## src/hw/rtl/mgr_pkg.sv

```systemverilog
// Shared types, constants and helper functions for the 3x3 morphological gradient.
// Used by the window cells, the line buffer, the output queue and the top level.
package mgr_pkg;

  localparam int PIX_W      = 8;
  localparam int WIDTH_W    = 12;
  localparam int HEIGHT_W   = 13;
  localparam int CFG_IDX_W  = 4;
  localparam int CFG_DATA_W = 13;
  localparam int OUT_DEPTH  = 8;
  localparam int OUT_PTR_W  = $clog2(OUT_DEPTH);
  localparam int OUT_CNT_W  = $clog2(OUT_DEPTH + 1);

  localparam logic [PIX_W-1:0] PIX_MAX = {PIX_W{1'b1}};
  localparam logic [PIX_W-1:0] PIX_MIN = '0;

  typedef logic [PIX_W-1:0] pixel_t;

  typedef enum logic [CFG_IDX_W-1:0] {
    CFG_FRAME_WIDTH  = 4'd0,
    CFG_FRAME_HEIGHT = 4'd1
  } cfg_idx_e;

  typedef enum logic {
    CMD_PIXEL = 1'b0,
    CMD_FLUSH = 1'b1
  } cmd_e;

  // One window column, index 0 is the top row and index 2 the bottom row.
  typedef logic [2:0][PIX_W-1:0] pix_col_t;

  typedef struct packed {
    pixel_t upper;
    pixel_t lower;
  } line_pair_t;

  typedef struct packed {
    logic top_ok;
    logic bot_ok;
  } row_mask_t;

  typedef struct packed {
    logic flush;
    logic top_ok;
    logic emit_first;
    logic emit_second;
    logic all_cols;
    logic two_cols;
  } stage_ctrl_t;

  typedef struct packed {
    pixel_t gradient;
    logic   end_of_frame;
    logic   last_of_run;
  } result_t;

  function automatic pixel_t pix_max(pixel_t a, pixel_t b);
    return (a > b) ? a : b;
  endfunction

  function automatic pixel_t pix_min(pixel_t a, pixel_t b);
    return (a < b) ? a : b;
  endfunction

endpackage

```

## src/hw/rtl/mgr_out_fifo.sv

```systemverilog
// Small result queue that takes up to two results a cycle and releases one.
// Depends on mgr_pkg for the result type and depth.
module mgr_out_fifo (
  input  logic               clk_i,
  input  logic               rst_ni,
  input  logic [1:0]         push_n_i,
  input  mgr_pkg::result_t   push_first_i,
  input  mgr_pkg::result_t   push_second_i,
  input  logic               pop_i,
  output logic               valid_o,
  output mgr_pkg::result_t   head_o
);
  import mgr_pkg::*;

  result_t               mem_q [OUT_DEPTH];
  logic [OUT_PTR_W-1:0]  wr_ptr_q, wr_ptr_d, rd_ptr_q, rd_ptr_d;
  logic [OUT_CNT_W-1:0]  count_q, count_d;
  logic [OUT_PTR_W-1:0]  wr_ptr_next;
  logic                  pop;

  assign valid_o     = (count_q != '0);
  assign pop         = valid_o && pop_i;
  assign head_o      = mem_q[rd_ptr_q];
  assign wr_ptr_next = wr_ptr_q + OUT_PTR_W'(1);

  always_comb begin
    wr_ptr_d = wr_ptr_q + OUT_PTR_W'(push_n_i);
    rd_ptr_d = rd_ptr_q + OUT_PTR_W'(pop);
    count_d  = count_q + OUT_CNT_W'(push_n_i) - OUT_CNT_W'(pop);
  end

  always_ff @(posedge clk_i) begin
    if (push_n_i != 2'd0) begin
      mem_q[wr_ptr_q] <= push_first_i;
    end
    if (push_n_i == 2'd2) begin
      mem_q[wr_ptr_next] <= push_second_i;
    end
  end

  always_ff @(posedge clk_i or negedge rst_ni) begin
    if (!rst_ni) begin
      wr_ptr_q <= '0;
      rd_ptr_q <= '0;
      count_q  <= '0;
    end else begin
      wr_ptr_q <= wr_ptr_d;
      rd_ptr_q <= rd_ptr_d;
      count_q  <= count_d;
    end
  end

endmodule

```

## config.mk

```make
export PLATFORM = sky130hd
export DESIGN_NAME = mgr_out_fifo
export DESIGN_NICKNAME = d
export VERILOG_FILES = /design/src/hw/rtl/mgr_pkg.sv /design/src/hw/rtl/mgr_out_fifo.sv
export SDC_FILE = /design/constraint.sdc
export NUM_CORES = 1
export LEC_CHECK = 0
export BUFFER_PORTS_ARGS = -buffer_cell sky130_fd_sc_hd__buf_4
export CAP_MARGIN = 30
export CORE_MARGIN = 2
export CORE_UTILIZATION = 30
export CTS_BUF_LIST = sky130_fd_sc_hd__clkbuf_8 sky130_fd_sc_hd__clkbuf_16
export CTS_CLUSTER_SIZE = 8
export DETAILED_ROUTE_END_ITERATION = 10
export GPL_ROUTABILITY_DRIVEN = 0
export GPL_TIMING_DRIVEN = 0
export SETUP_SLACK_MARGIN = 0.5
export SLEW_MARGIN = 20
export SYNTH_ARGS = -nofsm -noshare
export SYNTH_HDL_FRONTEND = slang
export SYNTH_SLANG_ARGS = --single-unit
```

## constraint.sdc

```tcl
create_clock -name clk_i -period 3 [get_ports clk_i]
set_clock_uncertainty 0.2 [all_clocks]
set_input_delay 0.15 -clock clk_i [delete_from_list [all_inputs] [get_ports clk_i]]
set_output_delay 0.15 -clock clk_i [all_outputs]
set_load 0.02 [all_outputs]
```

-- Word level (Yosys, flattened, before mapping)
Memory sizes are Yosys's and may differ from the RTL's.
Index checks and enable logic that the tools add are counted.
- flip-flop bits (word level): 10
- bits in writable memories: 80
- logic and storage cells: 17
- memories: 1
- add/sub/neg operators: 5
- equality and inequality tests: 1
- mux-type cells: 4
- reductions and logical operators: 3
- memory list (memory ; depth ; width ; read ports ; clocked after memory_dff ; write ports ; RTL line ; source):
    mem_q ; 8 ; 10 ; 1 ; 0 ; 2 ; mgr_out_fifo.sv:15 ; result_t mem_q [OUT_DEPTH];
- operators by type and width (operator ; number):
    $add 4x2->4 ; 1
    $mux 1 ; 4
    $reduce_bool 4->1 ; 1
    $sub 4x1->4 ; 1
    $add 3x1->3 ; 1
    $add 3x1->3 const B ; 1
    $add 3x2->3 ; 1
    $eq 2x2->1 const B ; 1
    $reduce_bool 2->1 ; 1
    $logic_and 1x1->1 ; 1

-- Depth between registers and ports, before layout
- depth in word-level cells: 3
- gate-level depth with buffers: 10
- depth with buffers taken out: 10

-- Least setup slack after synthesis
OpenSTA, ideal clock, no wires.
- path kind: flip-flop to flip-flop
- start point: register wr_ptr_q[0]
- end point: memory mem_q[5][0] (netlist name) (enable)
- library setup time: 391 ps
- arrival time: 1795 ps
- setup slack: 615 ps
- stages on the path, launching flop included: 6
- clock period less this slack: 2385 ps
- path through: dfrtp_1 ha_1 nor4b_1 nand2_1 buf_6 o21ai_0
- RTL lines (what ; RTL line ; source):
    from (decl) ; mgr_out_fifo.sv:16 ; logic [OUT_PTR_W-1:0] wr_ptr_q, wr_ptr_d, rd_ptr_q, rd_ptr_d;
    from (signal assigned) ; mgr_out_fifo.sv:47 ; wr_ptr_q <= wr_ptr_d;
    to (decl) ; mgr_out_fifo.sv:15 ;

==> summary.txt <==
Run status
  • Outcome: finished clean

Floorplan
  • Chip height: 128.7 um
  • Core area: around 15,000 um^2
  • Initial Util: between 30% and 40%
  • Row Count: 45
  • Die area: 16,570 um^2
  • Ports: 36
  • Horiz. Die Dim: 128.7 um

Synth
  • Post-synth cell types: 31
  • Synthesized Nets: 310
  • Async SR Flop Fraction: ~11%
  • Synth Instances: 273
  • Synth Flop Type: edfxtp_1
  • Syn Std Cell Area: 4666 um^2
  • Avg Cell Area, Syn: approximately 17 um^2
  • Ys Warns: 0
  • EDFF count, synth: 80
  • Sequential element share of the synthesized area: 56.85%
  • FF+latch count, synth: 90

Power and ir drop
  • Pint: 3657 uW
  • Sw Share: 34.55%
  • Pwr dens: 949.2 nW/um^2
  • Clock network power share: 19.4%
  • Combinational power share: 45.3%
  • Sw Pwr: 1931 uW
  • Reg power frac: 35.4%
  • Leakage power: 0.002117 uW
  • Worst VDD drop: 0.0003983 V

Timing
  • Period Utilization, post-route: 83.20%
  • Final min period: 2.496 ns
  • Slew Limit Fails: 0
  • Slew @ Worst Pin: 0.8939 ns
  • FMAX: 400.7 MHz
  • Slack of the critical path: 0.5041 ns
  • Setup TNS: 0 ns
  • Max_slew headroom: between 40% and 50%
  • RSZ-0062 raised after global routing: yes
  • Final setup viols: 0
  • Fin. Hold Viols: 0

Global route
  • First-pass GRT wire length: 16.30 mm
  • Vias in the first global route: between 2,000 and 3,000
  • Initial antenna violation count: 0
  • GRT Resource Usage Total: 13.51%
  • Largest net degree at the start of global routing: 14
  • GRT overflow: 0

Critical path
  • CP endpoint kind: flip-flop
  • Startpoint types: flip-flop
  • Critical Path AT: between 2 and 2.5 ns
  • Critical Path Fanout Max: 6
  • Critical Path RT: roughly 2.9 ns
  • Worst Setup Path Type: flip-flop to flip-flop

Clocking
  • Clk_lat worst skew: 0.34 ns
  • CTS tree: done
  • CTS Sinks: 90
  • CTS buffer count: 9
  • Clk buf depth: 2
  • CTS Root Cell: clkbuf_16
  • H-tree Lvls: 3
  • Clock transition at path regs: about 0.060 ns

Placed design
  • Placed insts: 501
  • IO Port Bufs: 35
  • DP Wirelength: 7.162 mm
  • Post-Place Setup Slack: 0.3338 ns

Worst hold path
  • Hold Path Class: input port to flip-flop

Detailed routing
  • Detailed Route Iter0 Violations: 201
  • Routed wire length: 10.84 mm
  • WL/cell: 19.97 um
  • Post-route ant nets: 0
  • Drt drc: 0
  • DR pass1 iterations: 4
  • Vias: 2,632
  • DR vias/cell: 4.847

Layout
  • Area Overhead vs Synth: 26.17%
  • Share of cells above drive strength 1: 54.37%
  • Finished Layout Cells: 543
  • Final core occ: 38.72%
  • # diodes: 0
  • Sequential cell area: 2653 um^2
  • # fillers: 1,434
  • Nets: about 390
  • Most frequent cells in the layout: 90 x mux2_2, 80 x edfxtp_1, 39 x buf_4
  • Commonest non-fill, non-tap cell in the layout: mux2_2
  • Area of the multi-input gates: 1972 um^2

Flow run
  • Max-cap viol count: 0
[synth_stat cells, drive strengths merged (2+ instances only)]
library cell / n / area [um^2]
dfrtp: 10 / 250.2
o21ai: 5 / 25.02
nor2: 2 / 12.51
mux2: 90 / 1013
nand2: 6 / 22.52
o22ai: 2 / 12.51
xor2: 3 / 33.79
inv: 14 / 52.55
fa: 2 / 40.04
buf: 12 / 86.32
nand3: 3 / 20.02
o31ai: 2 / 15.01
ha: 10 / 125.1
xnor2: 3 / 33.79
edfxtp: 80 / 2402
mux4: 20 / 450.4
[what timing repair did]
action / 4_1_cts / 5_1_grt
setup endpoints to repair: 46 / 70
buffers inserted: 0 / 2
hold buffers: 24 / 0
hold endpoints to repair: 93 / 0
resized for setup: 6 / 6
pin swaps: 0 / 2
[final timing paths]
check	from	end	slack (ns)	cells past startpoint
setup / recovery	wr_ptr_q[1]	mem_q[2][6]	0.50	4
hold / removal	push_n_i[1]	wr_ptr_q[1]	0.09	4
setup reg to reg	wr_ptr_q[1]	mem_q[2][6]	0.50	4
hold reg to reg	rd_ptr_q[1]	rd_ptr_q[1]	0.31	1
max in group asynchronous	rst_ni	rd_ptr_q[2]	1.64	3
min in group asynchronous	rst_ni	count_q[3]	0.64	3
[layer usage]
layer / track usage, % / routed length, um / vias up
met5: 0 / 0 / -
met3: 3.119 / 315 / 11
li1: - / - / 1227
met2: 22.25 / 5355 / 48
met4: 3.708 / 119 / 0
met1: 18.00 / 5051 / 1346
[worst max-delay path, cell delays in order (launching register included)]
cell	delay [ns]
dfrtp_1	0.49
ha_2	0.42
nand4b_1	0.34
o22ai_2	0.55
buf_6	0.22
[cell families (layout without fill, tap and decap cells)]
| group | after synthesis | in the layout | synth area share (%) |
|---|---|---|---|
| compound gates | 12 | 12 | 1.555 |
| buf+inv | 26 | 108 | 2.976 |
| mux | 110 | 110 | 31.38 |
| fa+ha+maj | 12 | 12 | 3.540 |
| xor+xnor | 6 | 6 | 1.448 |
| flops | 90 | 90 | 56.85 |
| simple gates | 17 | 17 | 2.253 |
[sequential cells by signal, indices dropped and copies added (netlist names)]
| signal | cells |
|---|---|
| rd_ptr_q | 3 |
| wr_ptr_q | 3 |
| count_q | 4 |
| mem_q | 80 |
[through the flow]
stage                     instance area (um^2)  power (uW)  hold slack [ns]
final                                     5887        5588          0.09054
after floorplan                           4666        3534          -0.3456
after detailed placement                  5271        4443          -0.2117
after global placement                    5164        4276          -0.2112
after CTS                                 5807        5573          0.08835
after global routing                      5887        5861           0.1136
[area by class of cell]
cell class	count	share of cell area (%)
Sequential cell	90	45.06
Clock buffer	9	3.826
Inverter	14	0.8927
Multi-Input combinational cell	157	33.50
Buffer	12	1.594
Tap cell	188	3.996
Clock inverter	6	0.8714
Timing Repair Buffer	67	10.27
[power groups by stage]
stage	clock network [uW]	registers [uW]	logic (uW)
detailed placement	0	2000	2440
global placement	0	2000	2280
CTS	1100	1980	2500
finish	1080	1980	2530
global route	1140	2010	2710
floorplan	0	1960	1580
Note: power is estimated with default switching activity, not from simulation.
