File: src/hw/rtl/mgr_pkg.sv
// Shared types, constants and helper functions for the 3x3 morphological gradient.
// Used by the window cells, the line buffer, the output queue and the top level.
package mgr_pkg;

  localparam int PIX_W      = 8;
  localparam int WIDTH_W    = 12;
  localparam int HEIGHT_W   = 13;
  localparam int CFG_IDX_W  = 4;
  localparam int CFG_DATA_W = 13;
  localparam int OUT_DEPTH  = 8;
  localparam int OUT_PTR_W  = $clog2(OUT_DEPTH);
  localparam int OUT_CNT_W  = $clog2(OUT_DEPTH + 1);

  localparam logic [PIX_W-1:0] PIX_MAX = {PIX_W{1'b1}};
  localparam logic [PIX_W-1:0] PIX_MIN = '0;

  typedef logic [PIX_W-1:0] pixel_t;

  typedef enum logic [CFG_IDX_W-1:0] {
    CFG_FRAME_WIDTH  = 4'd0,
    CFG_FRAME_HEIGHT = 4'd1
  } cfg_idx_e;

  typedef enum logic {
    CMD_PIXEL = 1'b0,
    CMD_FLUSH = 1'b1
  } cmd_e;

  // One window column, index 0 is the top row and index 2 the bottom row.
  typedef logic [2:0][PIX_W-1:0] pix_col_t;

  typedef struct packed {
    pixel_t upper;
    pixel_t lower;
  } line_pair_t;

  typedef struct packed {
    logic top_ok;
    logic bot_ok;
  } row_mask_t;

  typedef struct packed {
    logic flush;
    logic top_ok;
    logic emit_first;
    logic emit_second;
    logic all_cols;
    logic two_cols;
  } stage_ctrl_t;

  typedef struct packed {
    pixel_t gradient;
    logic   end_of_frame;
    logic   last_of_run;
  } result_t;

  function automatic pixel_t pix_max(pixel_t a, pixel_t b);
    return (a > b) ? a : b;
  endfunction

  function automatic pixel_t pix_min(pixel_t a, pixel_t b);
    return (a < b) ? a : b;
  endfunction

endpackage

File: src/hw/rtl/mgr_cell.sv
// One column cell of the 3x3 window: holds three pixels and hands them on.
// Depends on mgr_pkg for the column, mask and min/max helpers.
module mgr_cell (
  input  logic              clk_i,
  input  logic              rst_ni,
  input  logic              shift_i,
  input  mgr_pkg::pix_col_t col_i,
  input  mgr_pkg::row_mask_t mask_i,
  output mgr_pkg::pix_col_t col_o,
  output mgr_pkg::pixel_t   max_o,
  output mgr_pkg::pixel_t   min_o
);
  import mgr_pkg::*;

  pix_col_t col_q;
  pixel_t   top_hi, top_lo, bot_hi, bot_lo;

  always_ff @(posedge clk_i or negedge rst_ni) begin
    if (!rst_ni) begin
      col_q <= '0;
    end else if (shift_i) begin
      col_q <= col_i;
    end
  end

  always_comb begin
    top_hi = mask_i.top_ok ? col_q[0] : PIX_MIN;
    top_lo = mask_i.top_ok ? col_q[0] : PIX_MAX;
    bot_hi = mask_i.bot_ok ? col_q[2] : PIX_MIN;
    bot_lo = mask_i.bot_ok ? col_q[2] : PIX_MAX;
    max_o  = pix_max(pix_max(top_hi, col_q[1]), bot_hi);
    min_o  = pix_min(pix_min(top_lo, col_q[1]), bot_lo);
  end

  assign col_o = col_q;

endmodule

File: config.mk
export PLATFORM = sky130hd
export DESIGN_NAME = mgr_cell
export DESIGN_NICKNAME = d
export VERILOG_FILES = /design/src/hw/rtl/mgr_pkg.sv /design/src/hw/rtl/mgr_cell.sv
export SDC_FILE = /design/constraint.sdc
export NUM_CORES = 1
export LEC_CHECK = 0
export BUFFER_PORTS_ARGS = -buffer_cell sky130_fd_sc_hd__buf_2
export CAP_MARGIN = 25
export CORE_MARGIN = 2
export CORE_UTILIZATION = 40
export CTS_BUF_LIST = sky130_fd_sc_hd__clkbuf_4 sky130_fd_sc_hd__clkbuf_8 sky130_fd_sc_hd__clkbuf_16
export DETAILED_ROUTE_END_ITERATION = 6
export SLEW_MARGIN = 20
export SYNTH_ARGS = -nofsm -noshare
export SYNTH_HDL_FRONTEND = slang
export SYNTH_SLANG_ARGS = --single-unit
File: constraint.sdc
create_clock -name clk_i -period 6.01 [get_ports clk_i]
set_input_delay 0.9015 -clock clk_i [delete_from_list [all_inputs] [get_ports clk_i]]
set_output_delay 0.9015 -clock clk_i [all_outputs]
set_load 0.02 [all_outputs]
# Word level (Yosys, flattened, before mapping)
# Cells that the tools add are included.
dict set report totals {
  register_bits 24
  in_bits 29
  out_inout_bits 40
}
dict set report op_classes {
  n_mux 8
  magnitude_cmp 4
}
# operator count
set ops {}
lappend ops {{8-bit two-way mux} 8}
lappend ops {{8-bit > comparator} 2}
lappend ops {{8-bit < comparator} 2}

# Depth between registers and ports, before layout
dict set report logic_depth {
  ltp_word 5
  ltp_mapped 15
  ltp_nobuf 14
}

# Worst setup path before layout
# OpenSTA, ideal clock, no wires.
dict set report synth_timing {
  path_type {input -> output}
  startpoint {in mask_i[1] (netlist bit)}
  endpoint {out max_o[0]}
  arrival_ps 4076
  stages 14
  t_required_ps 5108
  setup_slack_ps 1032
  cell_sequence {clkbuf_1 > and2_1 > ha_1 > a21o_1 > a21oi_1 > a21oi_1 > o22ai_2 > mux2_2 > ha_1 > nand3_1 > o21ai_1 > a221oi_1 > a21oi_1 > mux2i_1}
}
dict set report synth_via {
  elab_chain_len 5
}
# element line_no
set synth_lines {}
lappend synth_lines {{start: declaration} mgr_cell.sv:8} ;# input mgr_pkg::row_mask_t mask_i,
lappend synth_lines {{8-bit two-way mux *} mgr_cell.sv:27} ;# top_hi = mask_i.top_ok ? col_q[0] : PIX_MIN;
lappend synth_lines {{8-bit > comparator} mgr_pkg.sv:58} ;# return (a > b) ? a : b;
lappend synth_lines {{8-bit two-way mux *} mgr_pkg.sv:58}
lappend synth_lines {{8-bit > comparator} mgr_pkg.sv:58}
lappend synth_lines {{8-bit two-way mux *} mgr_pkg.sv:58}
lappend synth_lines {{end: declaration} mgr_cell.sv:10} ;# output mgr_pkg::pixel_t max_o,
# Mark *: on every way between the ends. The rest lies on a longest branch, timed or not.

# Worst setup path in the final report
dict set report layout_timing {
  startpoint {in mask_i[1] (netlist bit)}
  endpoint {out min_o[7]}
}
dict set report layout_via {
  elab_chain_len 5
}
# element line_no
set layout_lines {}
lappend layout_lines {{8-bit two-way mux *} mgr_cell.sv:28} ;# top_lo = mask_i.top_ok ? col_q[0] : PIX_MAX;
lappend layout_lines {{8-bit < comparator} mgr_pkg.sv:62} ;# return (a < b) ? a : b;
lappend layout_lines {{8-bit two-way mux *} mgr_pkg.sv:62}
lappend layout_lines {{8-bit < comparator} mgr_pkg.sv:62}
lappend layout_lines {{8-bit two-way mux *} mgr_pkg.sv:62}
lappend layout_lines {{end: declaration} mgr_cell.sv:11} ;# output mgr_pkg::pixel_t min_o
# Marks and branches as above.

==> results.sh <==
export IMPL_critical_path_top_delay_family="compound AO/OA/AOI/OAI gates"
export IMPL_worst_pin_slew_ns=0.648
export IMPL_p_per_area_nw_per_um2=265
export IMPL_dpl_cell_count=371
export IMPL_core_um2=5510
export IMPL_first_iter_violations=56
export IMPL_routed_wl_mm=5.11
export IMPL_crit_type="in2out"
export IMPL_yosysWarnings=0
export IMPL_cts_root_buf="clkbuf_8"
export IMPL_power_frac_comb_pct=53.4
export IMPL_slowest_stage="a221o_1"
export IMPL_setup_viol=0
export IMPL_yosys_area_top_type="dfrtp_1"
export IMPL_cts_buffers=3
export IMPL_fin_worst_skew_ns=0
export IMPL_status="completed"
export IMPL_clkTransAtPathRegs_ns=0.10
export IMPL_start_util_pct=41.4
export IMPL_antenna_left=0
export IMPL_nets=363
export IMPL_syn_inst=237
export IMPL_track_usage_pct=16.5
export IMPL_synth_most_common_cell="ha_1"
export IMPL_reg2reg_setup_slack_ns=5.19
export IMPL_syn_nets=296
export IMPL_grt_pass1_vias=1776
export IMPL_overflow=0
export IMPL_relSlewSlack_pct=56.8
export IMPL_yosys_top_cells_count="ha_1 (30), inv_1 (26), dfrtp_1 (24)"
export IMPL_htreeDepth=1
export IMPL_synth_edf_count=0
export IMPL_vias_per_cell=4.92
export IMPL_vias=1844
export IMPL_cts_resized=0
export IMPL_rsz0062_at_grt="false"
export IMPL_ir_drop_v=0.000112
export IMPL_synth_xor_area_share_pct=0
export IMPL_cts_tree="yes"
export IMPL_yosys_register_bits=24
export IMPL_dieArea_um2=6330
export IMPL_synth_top_area_share_pct=26.3
export IMPL_grt_max_degree=34
export IMPL_total_power_uw=731
export IMPL_grt_pass1_wl_mm=8.36
export IMPL_fin_crit_ns=5.42
export IMPL_die_x_um=79.5
export IMPL_layout_setup_ws_ns=0.591
export IMPL_yosysSeqAreaShare_pct=26.3
export IMPL_cts_path_max_buffers=2
export IMPL_row_count=27
export IMPL_seq_power_share_pct=26.2
export IMPL_critical_path_buf_inv_count=2
export IMPL_wl_per_cell_um=13.6
export IMPL_hp_class="reg2reg"
export IMPL_synth_top_family_by_area="multiplexers"
export IMPL_area_growth_syn_to_layout_pct=20.8
export IMPL_internal_power_uw=446
export IMPL_pre_cts_ws_ns=0.579
export IMPL_max_freq_mhz=185
export IMPL_crit_path_start_kind="input pin"
export IMPL_worstPathArrival_ns=4.52
export IMPL_synth_area_um2=2280
export IMPL_dp_hpwl_mm=4.18
export IMPL_grt_antenna_before_repair=0
export IMPL_p_sw_uw=285
export IMPL_end_kind="output pin"
export IMPL_hold_violations=0
export IMPL_netSwitchingFraction_pct=39.0
export IMPL_leakage_nw=1.45
export IMPL_synth_cell_types=32
export IMPL_antenna_cells=0
export IMPL_synth_adder_area_share_pct=16.4
export IMPL_clock_sinks=24
export IMPL_cp_required_ns=5.11
export IMPL_instances_no_fill=375
export IMPL_synth_compound_area_share_pct=12.8
export IMPL_hold_buffers=0
export IMPL_numPortBuffers=68
export IMPL_post_cts_buffers=0
export IMPL_path_cells="buf_2 -> nand2b_1 -> ha_1 -> and3_4 -> a221o_1 -> a31o_1 -> mux2_4 -> ha_1 -> nand4_1 -> a21oi_1 -> o21ai_0 -> o21ai_4 -> mux2_4 -> buf_2"
export IMPL_ioPinCount=69
export IMPL_async_flop_share_pct=100
export IMPL_pwr_share_clk_pct=20.4
export IMPL_yosys_area_share_simple_pct=14.0
export IMPL_yosys_most_used_dff="dfrtp_1"
export IMPL_crit_fanout=16
export IMPL_period_share_pct=90.2
export IMPL_max_stage_delay_ns=0.39
export IMPL_synth_area_leaders="dfrtp_1 (26%), ha_1 (16%), mux2_4 (9.2%)"
export IMPL_drc=0
export IMPL_fin_tns_setup_ns=0
export IMPL_drv_slew=0
export IMPL_layout_drive_gt1_share_pct=35.0
export IMPL_syn_avg_cell_area_um2=9.63
export IMPL_cap_violations=0
export IMPL_largest_reg_flops=24
export IMPL_muxShareOfSynthArea_pct=24.5
export IMPL_gp_congestion=0.782
export IMPL_die_h_um=79.5
export IMPL_drt_pass1_iterations=4
export IMPL_clk_latency_ns=0.27
==> logic make-up after synthesis <==
kind of cell | Yosys count
mux | 45
simple gates | 58
compound gates | 46
fa+ha+maj | 30
flops | 24
buf+inv | 34
==> through the flow <==
step | hold WS, ns | cell area, um^2 | utilization [%]
4_1_cts | 0.537 | 2760 | 50.1
3_5_place_dp | 0.512 | 2690 | 48.8
2_1_floorplan | 0.606 | 2280 | -
5_1_grt | 0.564 | 2760 | 50.1
6_report | 0.531 | 2760 | 50.1
3_3_place_gp | 0.511 | 2690 | 48.8
==> final timing paths <==
path / end / depth (start not counted) / from
min reg2reg: col_o[22] / 1 / col_o[22]
min: col_o[22] / 1 / col_o[22]
max reg2reg: col_o[7] / 1 / col_o[7]
max in group asynchronous: col_o[8] / 1 / rst_ni
min in group asynchronous: col_o[13] / 1 / rst_ni
max: min_o[7] / 14 / mask_i[1]
==> layer usage <==
layer  GRT usage, %  part of all wire (%)
met1           23.3                    48
met3           2.04                   4.4
met2           27.5                    48
met5              0                     0
met4           2.07                  0.23
==> placed cells by master, fill, tap and decap left out, types with 12 or more instances in the layout <==
cell | netlist | final
nand2b_1 | 16 | 16
and2_1 | 14 | 14
ha_1 | 30 | 30
inv_1 | 26 | 26
a21oi_1 | 14 | 14
o21ai_1 | 12 | 12
buf_2 | 0 | 68
nand2_1 | 15 | 15
mux2_2 | 15 | 15
dfrtp_1 | 24 | 24
mux2_4 | 14 | 14
mux2_1 | 15 | 15
==> power by group through the flow <==
stage | registers (mW) | clock network, mW | logic [mW]
final | 0.192 | 0.149 | 0.390
after global routing | 0.195 | 0.161 | 0.431
after CTS | 0.192 | 0.156 | 0.396
after detailed placement | 0.195 | 0 | 0.394
after global placement | 0.195 | 0 | 0.391
after floorplan | 0.211 | 0 | 0.274
==> area by class of cell <==
type | instances | area (um^2)
Sequential cell | 24 | 601
Clock buffer | 3 | 41.3
Fill cell | 555 | 2750
Inverter | 27 | 101
Clock inverter | 1 | 30.0
Tap cell | 72 | 90.1
Timing Repair Buffer | 69 | 348
Multi-Input combinational cell | 179 | 1550
No activity file was read; power rests on OpenSTA's default activity.
